<file path="src/wpr_pkg.sv">
package wpr_pkg;

  // width of the delivered-sample counter
  localparam int CountBits = 24;
  // common width for the limit compare against the 24-bit register
  localparam int CmpBits   = (CountBits > 24) ? CountBits : 24;

  localparam int HdrLen    = 44;
  localparam int PosBits   = $clog2(HdrLen + 1);

  localparam logic [31:0] TagRiff = "RIFF";
  localparam logic [31:0] TagWave = "WAVE";
  localparam logic [31:0] TagFmt  = "fmt ";
  localparam logic [31:0] TagData = "data";

  localparam logic [31:0] RateHz     = 32'd44100;
  localparam logic [15:0] SampleBits = 16'd16;
  localparam logic [15:0] ChanMono   = 16'd1;
  localparam logic [15:0] ChanStereo = 16'd2;

  localparam logic [23:0] MaxSamplesRst = 24'hFF_FFFF;
  localparam logic [2:0]  AddrMaxSamples = 3'd0;

  localparam int QDepth = 2;
  localparam int QPtrW  = (QDepth > 1) ? $clog2(QDepth) : 1;
  localparam int QCntW  = $clog2(QDepth + 1);

  typedef enum logic [1:0] {
    PhHeader,
    PhData,
    PhReject
  } phase_e;

  // one entry between the parser and the output stage
  typedef struct packed {
    logic        have;
    logic        stereo;
    logic [15:0] left;
    logic [15:0] right;
    logic        eof;
    logic        hdr_ok;
    logic [23:0] total;
  } item_t;

  // expected tag byte for a header position: {check, byte}
  function automatic logic [8:0] hdr_tag(input logic [PosBits-1:0] pos);
    logic [31:0] tag;
    logic        chk;
    logic [4:0]  sel;
    tag = '0;
    chk = 1'b0;
    if (pos inside {[0:3]}) begin
      tag = TagRiff;
      chk = 1'b1;
    end else if (pos inside {[8:11]}) begin
      tag = TagWave;
      chk = 1'b1;
    end else if (pos inside {[12:15]}) begin
      tag = TagFmt;
      chk = 1'b1;
    end else if (pos inside {[36:39]}) begin
      tag = TagData;
      chk = 1'b1;
    end
    // first character sits in the top byte of the literal
    sel = {~pos[1:0], 3'b000};
    return {chk, tag[sel +: 8]};
  endfunction

endpackage

</file>
<file path="src/wpr_front.sv">
module wpr_front (
  input  logic                 clk_i,
  input  logic                 rst_ni,
  input  logic                 take_i,
  input  logic [7:0]           byte_i,
  input  logic                 eof_i,
  input  logic [23:0]          max_samples_i,
  output logic                 push_o,
  output wpr_pkg::item_t       item_o
);

  wpr_pkg::phase_e               phase_q, phase_d;
  logic [wpr_pkg::PosBits-1:0]   pos_q, pos_d;
  logic                          good_q, good_d;
  logic [15:0]                   chan_q, chan_d;
  logic [31:0]                   rate_q, rate_d;
  logic [15:0]                   bits_q, bits_d;
  logic [7:0]                    low_q, low_d;
  logic [1:0]                    fidx_q, fidx_d;
  logic [15:0]                   left_q, left_d;
  logic [wpr_pkg::CountBits-1:0] count_q, count_d;

  logic        have;
  logic        stereo;
  logic [15:0] left_w;
  logic [15:0] right_w;
  logic        good_w;
  logic [8:0]  tag_w;
  logic        room;

  assign tag_w = wpr_pkg::hdr_tag(pos_q);
  assign room  = (wpr_pkg::CmpBits'(count_q) < wpr_pkg::CmpBits'(max_samples_i)) &&
                 (count_q != '1);

  always_comb begin
    phase_d = phase_q;
    pos_d   = pos_q;
    good_d  = good_q;
    chan_d  = chan_q;
    rate_d  = rate_q;
    bits_d  = bits_q;
    low_d   = low_q;
    fidx_d  = fidx_q;
    left_d  = left_q;
    count_d = count_q;
    have    = 1'b0;
    stereo  = 1'b0;
    left_w  = '0;
    right_w = '0;
    good_w  = good_q;

    case (phase_q)
      wpr_pkg::PhHeader: begin
        if (tag_w[8] && (tag_w[7:0] != byte_i)) good_w = 1'b0;
        if (pos_q inside {[22:23]}) chan_d[{pos_q[0], 3'b000} +: 8] = byte_i;
        if (pos_q inside {[24:27]}) rate_d[{pos_q[1:0], 3'b000} +: 8] = byte_i;
        if (pos_q inside {[34:35]}) bits_d[{pos_q[0], 3'b000} +: 8] = byte_i;
        pos_d = pos_q + 1'b1;
        if (pos_q == wpr_pkg::PosBits'(wpr_pkg::HdrLen - 1)) begin
          if (!((chan_q == wpr_pkg::ChanMono) || (chan_q == wpr_pkg::ChanStereo)))
            good_w = 1'b0;
          if (rate_q != wpr_pkg::RateHz) good_w = 1'b0;
          if (bits_q != wpr_pkg::SampleBits) good_w = 1'b0;
          phase_d = good_w ? wpr_pkg::PhData : wpr_pkg::PhReject;
          fidx_d  = 2'd0;
        end
        good_d = good_w;
      end
      wpr_pkg::PhData: begin
        if (room) begin
          case (fidx_q)
            2'd0: begin
              low_d  = byte_i;
              fidx_d = 2'd1;
            end
            2'd1: begin
              left_d = {byte_i, low_q};
              if (chan_q == wpr_pkg::ChanMono) begin
                have   = 1'b1;
                left_w = {byte_i, low_q};
                fidx_d = 2'd0;
              end else begin
                fidx_d = 2'd2;
              end
            end
            2'd2: begin
              low_d  = byte_i;
              fidx_d = 2'd3;
            end
            default: begin
              have    = 1'b1;
              stereo  = 1'b1;
              left_w  = left_q;
              right_w = {byte_i, low_q};
              fidx_d  = 2'd0;
            end
          endcase
          if (have) count_d = count_q + 1'b1;
        end
      end
      default: begin
      end
    endcase

    item_o.have   = have;
    item_o.stereo = stereo;
    item_o.left   = left_w;
    item_o.right  = right_w;
    item_o.eof    = eof_i;
    item_o.hdr_ok = (phase_d == wpr_pkg::PhData);
    item_o.total  = 24'(count_d);

    // last byte of a file: start over for the next one
    if (eof_i) begin
      phase_d = wpr_pkg::PhHeader;
      pos_d   = '0;
      good_d  = 1'b1;
      chan_d  = '0;
      rate_d  = '0;
      bits_d  = '0;
      low_d   = '0;
      fidx_d  = 2'd0;
      left_d  = '0;
      count_d = '0;
    end
  end

  assign push_o = take_i & (have | eof_i);

  always_ff @(posedge clk_i or negedge rst_ni) begin
    if (!rst_ni) begin
      phase_q <= wpr_pkg::PhHeader;
      pos_q   <= '0;
      good_q  <= 1'b1;
      chan_q  <= '0;
      rate_q  <= '0;
      bits_q  <= '0;
      low_q   <= '0;
      fidx_q  <= 2'd0;
      left_q  <= '0;
      count_q <= '0;
    end else if (take_i) begin
      phase_q <= phase_d;
      pos_q   <= pos_d;
      good_q  <= good_d;
      chan_q  <= chan_d;
      rate_q  <= rate_d;
      bits_q  <= bits_d;
      low_q   <= low_d;
      fidx_q  <= fidx_d;
      left_q  <= left_d;
      count_q <= count_d;
    end
  end

endmodule

</file>
<file path="src/wpr_queue.sv">
module wpr_queue (
  input  logic           clk_i,
  input  logic           rst_ni,
  input  logic           push_i,
  input  wpr_pkg::item_t item_i,
  input  logic           pop_i,
  output wpr_pkg::item_t item_o,
  output logic           full_o,
  output logic           avail_o
);

  wpr_pkg::item_t            mem_q [wpr_pkg::QDepth];
  logic [wpr_pkg::QPtrW-1:0] wr_q, wr_d;
  logic [wpr_pkg::QPtrW-1:0] rd_q, rd_d;
  logic [wpr_pkg::QCntW-1:0] cnt_q, cnt_d;
  logic                      do_push;
  logic                      do_pop;

  assign full_o  = (cnt_q == wpr_pkg::QCntW'(wpr_pkg::QDepth));
  assign avail_o = (cnt_q != '0);
  assign item_o  = mem_q[rd_q];
  assign do_push = push_i & ~full_o;
  assign do_pop  = pop_i & avail_o;

  always_comb begin
    wr_d  = wr_q;
    rd_d  = rd_q;
    cnt_d = cnt_q;
    if (do_push)
      wr_d = (wr_q == wpr_pkg::QPtrW'(wpr_pkg::QDepth - 1)) ? '0 : wr_q + 1'b1;
    if (do_pop)
      rd_d = (rd_q == wpr_pkg::QPtrW'(wpr_pkg::QDepth - 1)) ? '0 : rd_q + 1'b1;
    if (do_push && !do_pop) cnt_d = cnt_q + 1'b1;
    else if (!do_push && do_pop) cnt_d = cnt_q - 1'b1;
  end

  always_ff @(posedge clk_i or negedge rst_ni) begin
    if (!rst_ni) begin
      wr_q  <= '0;
      rd_q  <= '0;
      cnt_q <= '0;
    end else begin
      wr_q  <= wr_d;
      rd_q  <= rd_d;
      cnt_q <= cnt_d;
    end
  end

  always_ff @(posedge clk_i) begin
    if (do_push) mem_q[wr_q] <= item_i;
  end

endmodule

</file>
<file path="src/wpr_back.sv">
module wpr_back (
  input  logic           clk_i,
  input  logic           rst_ni,
  input  logic           avail_i,
  input  wpr_pkg::item_t item_i,
  output logic           pop_o,
  output logic           valid_o,
  input  logic           ready_i,
  output logic [15:0]    sample_o,
  output logic           sample_valid_o,
  output logic           finished_o,
  output logic           header_ok_o,
  output logic [23:0]    sample_total_o
);

  logic        valid_q, valid_d;
  logic [15:0] sample_q;
  logic        have_q;
  logic        last_q;
  logic        hok_q;
  logic [23:0] total_q;

  logic        load;
  logic [16:0] sum;
  logic [16:0] adj;
  logic [16:0] avg;
  logic [16:0] clamped;
  logic [15:0] sample_w;

  // average rounds toward zero: bump odd negative sums before the shift
  assign sum = {item_i.left[15], item_i.left} + {item_i.right[15], item_i.right};
  assign adj = sum + 17'(sum[16] & sum[0]);

  always_comb begin
    if (item_i.stereo) avg = {adj[16], adj[16:1]};
    else               avg = {item_i.left[15], item_i.left};
    // only the most negative code needs clamping
    if (avg == 17'h1_8000) clamped = 17'h1_8001;
    else                   clamped = avg;
    sample_w = item_i.have ? clamped[15:0] : 16'd0;
  end

  assign load  = avail_i & (~valid_q | ready_i);
  assign pop_o = load;

  always_comb begin
    valid_d = valid_q;
    if (load)         valid_d = 1'b1;
    else if (ready_i) valid_d = 1'b0;
  end

  always_ff @(posedge clk_i or negedge rst_ni) begin
    if (!rst_ni) valid_q <= 1'b0;
    else         valid_q <= valid_d;
  end

  always_ff @(posedge clk_i) begin
    if (load) begin
      sample_q <= sample_w;
      have_q   <= item_i.have;
      last_q   <= item_i.eof;
      hok_q    <= item_i.hdr_ok;
      total_q  <= item_i.total;
    end
  end

  assign valid_o        = valid_q;
  assign sample_o       = sample_q;
  assign sample_valid_o = have_q;
  assign finished_o     = last_q;
  assign header_ok_o    = hok_q;
  assign sample_total_o = total_q;

endmodule

</file>
<file path="src/wav_pcm16_reader.sv">
// channel   dir  width  contents
// s_axis    in   8+1    tdata: data_byte; tlast: end_of_file
// m_axis    out  48+2   tdata: sample, header_ok, sample_total; tuser: sample_valid;
//                       tlast: finished
// apb       in   32     max_samples at byte address 0
//
// one byte is accepted per cycle while the queue has room; a result passes through
// the two-entry queue and then the output register
// the parser takes a byte whenever the queue has room, so a stalled output fills the
// queue and then holds s_axis_tready low
// reset is asynchronous and takes effect at once; no clearing pass
module wav_pcm16_reader (
  input  logic        clk_i,
  input  logic        rst_ni,

  input  logic        s_axis_tvalid,
  output logic        s_axis_tready,
  input  logic [7:0]  s_axis_tdata,   // [7:0] data_byte
  input  logic        s_axis_tlast,

  output logic        m_axis_tvalid,
  input  logic        m_axis_tready,
  output logic [47:0] m_axis_tdata,   // [15:0] sample, [16] header_ok, [40:17] sample_total
  output logic        m_axis_tuser,   // [0] sample_valid
  output logic        m_axis_tlast,

  input  logic        psel,
  input  logic        penable,
  input  logic        pwrite,
  input  logic [2:0]  paddr,
  input  logic [31:0] pwdata,
  output logic [31:0] prdata,
  output logic        pready
);

  logic [23:0]    max_q;
  logic           cfg_wr;
  logic           take;
  logic           push;
  logic           pop;
  logic           full;
  logic           avail;
  wpr_pkg::item_t item_in;
  wpr_pkg::item_t item_out;
  logic [15:0]    sample;
  logic           header_ok;
  logic [23:0]    sample_total;

  assign pready = 1'b1;
  assign cfg_wr = psel & penable & pwrite & (paddr[2] == wpr_pkg::AddrMaxSamples[2]);
  assign prdata = (paddr[2] == wpr_pkg::AddrMaxSamples[2]) ? {8'd0, max_q} : 32'd0;

  always_ff @(posedge clk_i or negedge rst_ni) begin
    if (!rst_ni)     max_q <= wpr_pkg::MaxSamplesRst;
    else if (cfg_wr) max_q <= pwdata[23:0];
  end

  assign s_axis_tready = ~full;
  assign take          = s_axis_tvalid & ~full;

  wpr_front u_front (
    .clk_i        (clk_i),
    .rst_ni       (rst_ni),
    .take_i       (take),
    .byte_i       (s_axis_tdata),
    .eof_i        (s_axis_tlast),
    .max_samples_i(max_q),
    .push_o       (push),
    .item_o       (item_in)
  );

  wpr_queue u_queue (
    .clk_i  (clk_i),
    .rst_ni (rst_ni),
    .push_i (push),
    .item_i (item_in),
    .pop_i  (pop),
    .item_o (item_out),
    .full_o (full),
    .avail_o(avail)
  );

  wpr_back u_back (
    .clk_i         (clk_i),
    .rst_ni        (rst_ni),
    .avail_i       (avail),
    .item_i        (item_out),
    .pop_o         (pop),
    .valid_o       (m_axis_tvalid),
    .ready_i       (m_axis_tready),
    .sample_o      (sample),
    .sample_valid_o(m_axis_tuser),
    .finished_o    (m_axis_tlast),
    .header_ok_o   (header_ok),
    .sample_total_o(sample_total)
  );

  assign m_axis_tdata = {7'd0, sample_total, header_ok, sample};

endmodule

</file>
<file path="config.mk">
export PLATFORM = sky130hd
export DESIGN_NAME = wav_pcm16_reader
export DESIGN_NICKNAME = d
export VERILOG_FILES = /design/src/wpr_pkg.sv /design/src/wpr_front.sv /design/src/wpr_queue.sv /design/src/wpr_back.sv /design/src/wav_pcm16_reader.sv
export SDC_FILE = /design/constraint.sdc
export NUM_CORES = 1
export LEC_CHECK = 0
export ABC_CLOCK_PERIOD_IN_PS = 8000
export BUFFER_PORTS_ARGS = -buffer_cell sky130_fd_sc_hd__buf_2
export CAP_MARGIN = 10
export CORE_MARGIN = 10
export CORE_UTILIZATION = 58
export CTS_BUF_LIST = sky130_fd_sc_hd__clkbuf_4 sky130_fd_sc_hd__clkbuf_8
export CTS_CLUSTER_DIAMETER = 200
export DETAILED_ROUTE_END_ITERATION = 12
export HOLD_SLACK_MARGIN = 0.15
export PLACE_DENSITY = 0.86
export SLEW_MARGIN = 25
export SYNTH_ARGS = -nofsm -noshare
export SYNTH_HDL_FRONTEND = slang
export SYNTH_SLANG_ARGS = --single-unit
</file>
<file path="constraint.sdc">
create_clock -name clk_i -period 8 [get_ports clk_i]
set_input_delay 1.6 -clock clk_i [delete_from_list [all_inputs] [get_ports clk_i]]
set_output_delay 1.6 -clock clk_i [all_outputs]
set_load 0.02 [all_outputs]
</file>
=== Word level (Yosys, flattened, before mapping) ===
Memories as Yosys holds them, arrays and structs flattened.
Cells that the tools add are included.
Widths: inputs -> output; s select.

* Add/subtract/negate cells: 10
* Order comparisons: 15
* Equal/unequal tests: 15
* Shift operators: 5
* Mux-type cells: 80
* Bitwise logic cells: 16
* Reduce and logical (&&, ||, !) cells: 38

{| class="wikitable"
|+ Operators with widths
! kind !! count
|-
| $mux 16 || 17
|-
| $mux 32 || 6
|-
| $mux 24 || 5
|-
| $bwmux 16 || 2
|-
| $bwmux 32 || 1
|-
| $mux 8 || 4
|-
| $ne 32x16->1 const B || 1
|-
| $pmux 16 s2 || 1
|-
| $shift 8x7->32 const A || 1
|-
| $shiftx 32x6->8 || 1
|-
| $shiftx 8x7->32 || 1
|-
| $mux 31 || 1
|-
| $mux 1 || 27
|-
| $add 24x1->24 const B || 1
|-
| $lt 24x24->1 || 1
|-
| $ne 24x24->1 const B || 1
|-
| $reduce_bool 2->1 || 11
|-
| $mux 2 || 10
|-
| $add 16x16->17 || 1
|-
| $add 17x17->17 || 1
|-
| $eq 17x17->1 const B || 1
|-
| $mux 17 || 1
|-
| $eq 16x1->1 const B || 1
|-
| $eq 16x2->1 const B || 1
|-
| 40 further kinds || 81
|}

* Register bits: 195
* RAM bits: 120
* Input port bits: 51
* Memories: 1

{| class="wikitable"
|+ Memories
! memory !! depth !! bits a word !! rd ports !! clocked after memory_dff !! wr ports !! RTL line !! text
|-
| u_queue.mem_q || 2 || 60 || 1 || 0 || 1 || wpr_queue.sv:12 || <nowiki>wpr_pkg::item_t mem_q [wpr_pkg::QDepth];</nowiki>
|}

=== Logic depth before layout (Yosys ltp) ===
* Depth in word-level cells: 19
* Mapped depth: 23
* Gate-level depth less buffers: 20

=== By module ===
From an unflattened synthesis, not the netlist that was laid out.

* Cell total of the unflattened synthesis: 1,545
* Area, all modules: 17,352.9 um2

{| class="wikitable"
|+ By module, submodules not included
! module !! instances !! cells each !! area each (um2) !! sequential area each (um2)
|-
| wpr_front || 1 || 910 || 7,912.6 || 3,079.2
|-
| wpr_queue || 1 || 206 || 4,829.6 || 3,703.6
|-
| wpr_back || 1 || 331 || 3,283.1 || 1,316.3
|-
| wav_pcm16_reader || 1 || 98 || 1,327.5 || 630.6
|}

=== Worst setup path before layout ===
Ideal clock, no wire load.

* Kind: register to register
* Start point: register max_q[9]
* End point: memory u_queue.mem_q[0][0] (netlist bit) (enable)
* Data arrival time: 5,208 ps
* Slack: 2,307 ps
* Stages on the path, launching flop included: 13
* Buffers on the path: 0
* Period minus slack after synthesis: 5,693 ps
* Path through: dfstp_2 > inv_1 > ha_1 > a21o_1 > a21o_1 > a21o_1 > a21o_1 > a21oi_1 > o211a_2 > and3_1 > nand2_2 > a21oi_1 > nor2b_1

* Cells in the longest elaborated chain, start to end: 9

{| class="wikitable"
|+ RTL lines
! element !! RTL line !! text
|-
| from (decl) || wav_pcm16_reader.sv:36 || <nowiki>logic [23:0] max_q;</nowiki>
|-
| from (signal assigned) || wav_pcm16_reader.sv:54 || <nowiki>if (!rst_ni) max_q <= wpr_pkg::MaxSamplesRst;</nowiki>
|-
| from (signal assigned) || wav_pcm16_reader.sv:55 || <nowiki>else if (cfg_wr) max_q <= pwdata[23:0];</nowiki>
|-
| $lt 24x24->1 || wpr_front.sv:32 || <nowiki>assign room = (wpr_pkg::CmpBits'(count_q) < wpr_pkg::CmpBits'(max_samples_i)) &&</nowiki>
|-
| $logic_and 1x1->1 || wpr_front.sv:32 ||
|-
| $mux 1 || wpr_front.sv:70 || <nowiki>if (room) begin</nowiki>
|-
| $mux 1 || wpr_front.sv:52 || <nowiki>case (phase_q)</nowiki>
|-
| $or 1x1->1 || wpr_front.sv:128 || <nowiki>assign push_o = take_i & (have | eof_i);</nowiki>
|-
| $and 1x1->1 || wpr_front.sv:128 ||
|-
| $and 1x1->1 || wpr_queue.sv:22 || <nowiki>assign do_push = push_i & ~full_o;</nowiki>
|-
| net u_queue.do_push || wpr_queue.sv:16 || <nowiki>logic do_push;</nowiki>
|-
| $mux 1 || wpr_queue.sv:50 || <nowiki>if (do_push) mem_q[wr_q] <= item_i;</nowiki>
|-
| $mux 1 (not written as such) || wpr_queue.sv:50 ||
|-
| to (decl) || wpr_queue.sv:12 ||
|}

The timed path passes the listed nets, and every way through them passes these cells.

=== Final worst setup path ===
* Start point: register u_queue.rd_q
* End point: register u_back.sample_q[0], in the netlist u_back.sample_o[0], data pin

* Cells in the longest elaborated chain, start to end: 7

{| class="wikitable"
|+ RTL lines
! element !! RTL line !! text
|-
| from (decl) || wpr_queue.sv:14 || <nowiki>logic [wpr_pkg::QPtrW-1:0] rd_q, rd_d;</nowiki>
|-
| from (signal assigned) || wpr_queue.sv:44 || <nowiki>rd_q <= rd_d;</nowiki>
|-
| $mem_v2 2x60 * || -- ||
|-
| $add 16x16->17 || wpr_back.sv:31 || <nowiki>assign sum = {item_i.left[15], item_i.left} + {item_i.right[15], item_i.right};</nowiki>
|-
| $and 1x1->1 || wpr_back.sv:32 || <nowiki>assign adj = sum + 17'(sum[16] & sum[0]);</nowiki>
|-
| $add 17x17->17 || wpr_back.sv:32 ||
|-
| $mux 17 || wpr_back.sv:35 || <nowiki>if (item_i.stereo) avg = {adj[16], adj[16:1]};</nowiki>
|-
| $eq 17x17->1 || wpr_back.sv:38 || <nowiki>if (avg == 17'h1_8000) clamped = 17'h1_8001;</nowiki>
|-
| $mux 16 || wpr_back.sv:38 ||
|-
| to (signal assigned) || wpr_back.sv:59 || <nowiki>sample_q <= sample_w;</nowiki>
|-
| to (decl) || wpr_back.sv:17 || <nowiki>logic [15:0] sample_q;</nowiki>
|}

Every way passes the cells marked *; elsewhere a longest branch is shown, timed or not.
A chain may end at the register's enable or synchronous reset.

==> metrics <==
outcome=complete, no violations; Mapped Cells=1,496; Required @ worst endpoint=8.40 ns; most frequent cells in the layout=edfxtp_1 (163), nand2_1 (160), dfrtp_1 (126); unrepaired setup endpoints after global routing=false; internal power=3880 µW; Worst Setup End Kind=flip-flop; CP Launch Type=flip-flop; CTS resizes=0; vias after detailed routing=12,200; setup tns final=0 ns; Ys Warns=0; Switching Share=37.7%; PnR Total Power=6240 µW; most common cell after layout, fill and taps aside=edfxtp_1; drt wl/cell=18.8 µm; Seq/Total Area, Yosys=53.3%; Top Family by Delay on Critical Path=simple AND/OR/NAND/NOR gates; WS Path Type=flip-flop to flip-flop; CTS tree=done; nets=1,683; number of global-route vias before repair=11,800; PD cells=343 nW/µm²; Slew Viols, Final=0; syn_area_per_cell=11.0 µm²; final hold violations=0; clock slew at reported path FFs=0.06 ns; cell taking the most area after synthesis=edfxtp_1; Vert. Die Dim=188 µm; Final Critical Period=5.47 ns; Ant. Diodes=0; RePlAce Congestion=0.883; max incr delay on CP=0.89 ns; Slew @ Worst Pin=0.951 ns; crit path max-delay cell type=dfrtp_2; Area growth syn-to-layout=10.9%; # DRC=0; Die Span X=188 µm; postcts setup bufs=0; FP Rows=61; clk_skew=0.0172 ns; first drt pass iteration count=5; Bufs on Longest Clock Path=3; slew margin rel.=36.1%; grt ovf=0; fillcell total=2,030; critical path, cell by cell=buf_4 -> mux2i_1 -> fa_1 -> nor2b_1 -> o21a_1 -> o21ba_2 -> nor4_1 -> o22ai_1 -> nor2_1 -> ha_1 -> nand3_1 -> mux2i_1 -> and2_1 -> nand4_1 -> xnor2_1 -> o21ai_1 -> nor4_1 -> o2111ai_1 -> o32ai_2; post-route ant nets=0; top_reg_cell synth=edfxtp_1; Port Buffers=109; global-route wire length before repair=61,600 µm; gr usage total=20.8%; area of the die=35,400 µm²; initial antenna violation count=0; DRT iter0 DRCs=1,405; ranking of synthesized cells by area=edfxtp_1 (30%), dfrtp_1 (19%), mux2_2 (5.6%); DP HPWL=25,200 µm; Worst VDD drop=0.000204 V; Placeable Area=27,900 µm²; crit share post-route=68.4%; Synth Cell Area=16,400 µm²; sequential share of power=37.9%; number of flops mapped to enable cells by yosys=163; CP Buf/Inv Count=1; Comb power frac=39.4%; Leakage=0.00745 µW; CTS Hold Bufs=0; # setup viols final=0; Hold Path Class=flip-flop to flip-flop; Net Sw Power=2350 µW; max cap viols=0; Synth cell types=91; Max Clock Freq=183 MHz; Post-Route WL=37,700 µm; Arrival @ worst endpoint=5.87 ns; Seq cells post-synth=315; Ports=136; largest net degree at the start of global routing=89; htree depth=2; CTS Buf Count=50; Clk network pwr share=22.6%; flop2flop setup slack=2.53 ns; Clock Tree Root=clkbuf_8; Clock Sinks=315; clk_lat worst skew=0.58 ns; maximum fanout along the worst path=34; share of layout cells above drive strength 1=22.4%; async set-reset flop share out of synthesis=48.3%; Via density=6.08; Starting Density=58.8%; Yosys top cell area share=29.9%
## metal layers
layer  GRT usage [%]  share of wire [%]  vias up
met3            4.34                8.2       62
met1            28.8                 43     5957
met4            5.94                1.7        0
li1                -                  -     5637
met2            32.3                 47      512
met5               0                  0        -
## final timing paths
path / end / depth (start not counted) / startpoint
max in group asynchronous: u_queue.rd_q / 2 / rst_ni
max: u_back.sample_o[0] / 19 / u_queue.rd_q
min in group asynchronous: u_front.count_q[18] / 1 / rst_ni
max reg2reg: u_back.sample_o[0] / 19 / u_queue.rd_q
min reg2reg: u_front.rate_q[29] / 2 / u_front.rate_q[29]
min: u_front.rate_q[29] / 2 / u_front.rate_q[29]
## power groups by stage
stage | Sequential (µW) | Combinational (µW) | Clock, µW
finish | 2370 | 2460 | 1410
detailed placement | 2390 | 2430 | 0
CTS | 2360 | 2450 | 1430
floorplan | 2450 | 1780 | 0
global placement | 2370 | 2360 | 0
global route | 2400 | 2710 | 1500
## final cells by class
cell class,instances,area [µm²],area share (%)
multi-input cells,1046,7070,38.9
clock inverters,13,109,0.599
clock buffers,79,937,5.16
flip-flops and latches,315,8730,48.1
inverters,47,176,0.971
repair buffers,124,664,3.66
well taps,378,473,2.60
## synth_stat cells (all sizes together), types with 5 or more instances
library cell / count
a211o: 6
a211oi: 8
a21o: 19
a21oi: 58
a221o: 5
a22o: 23
a22oi: 17
a31oi: 7
and2: 25
and3: 32
and4: 9
buf: 37
clkbuf: 65
dfrtp: 127
dfstp: 25
edfxtp: 163
ha: 47
inv: 46
mux2: 82
mux2i: 24
nand2: 163
nand2b: 10
nand3: 52
nand4: 19
nor2: 94
nor2b: 18
nor3: 16
nor4: 23
nor4b: 5
o211a: 6
o211ai: 20
o21a: 7
o21ai: 103
o22ai: 9
o311ai: 7
or3: 9
xnor2: 40
xor2: 20
## registers in the layout, summed over array words and instances (netlist names)
register,flops
u_queue.rd_q,1
u_front.phase_q,2
u_queue.mem_q,120
u_front.rate_q,32
u_back.valid_o,1
max_q,24
u_front.left_q,16
u_front.good_q,1
u_back.sample_valid_o,1
u_front.count_q,24
u_front.bits_q,16
u_back.sample_o,16
u_front.pos_q,6
u_queue.cnt_q,2
u_queue.wr_q,1
u_front.low_q,8
u_back.sample_total_o,24
u_back.finished_o,1
u_front.fidx_q,2
u_back.header_ok_o,1
u_front.chan_q,16
## worst reg2reg max path, delay by kind of cell (launching register included)
family	cells	cell delay, ns
AND/OR/NAND/NOR	7	1.27
AO/OA/AOI/OAI	6	1.24
flip-flops	1	0.89
multiplexers	2	0.68
adder cells (fa/ha/maj)	2	0.54
buffers and inverters	1	0.51
XOR/XNOR	1	0.17
## metrics by stage
stage	cell area, µm²	hold slack (ns)	setup WS (ns)	utilization (%)	instances
after detailed placement	17100	0.465	2.57	61.4	1910
after global placement	17100	0.457	2.73	61.4	1910
after floorplan	16400	0.442	2.31	-	1510
after global routing	18200	0.509	2.16	65.2	2002
after CTS	18200	0.479	2.54	65.2	2002
final	18200	0.481	2.53	65.2	2002
## cells by family after synthesis
kind of cell | after synthesis | synth area share [%]
simple gates | 495 | 15.4
compound gates | 321 | 13.1
other cells | 2 | 0.0458
fa+ha+maj | 48 | 3.71
mux | 106 | 7.10
xor+xnor | 60 | 3.30
buf+inv | 149 | 4.02
flops | 315 | 53.3
(Power assumes the default switching activity.)
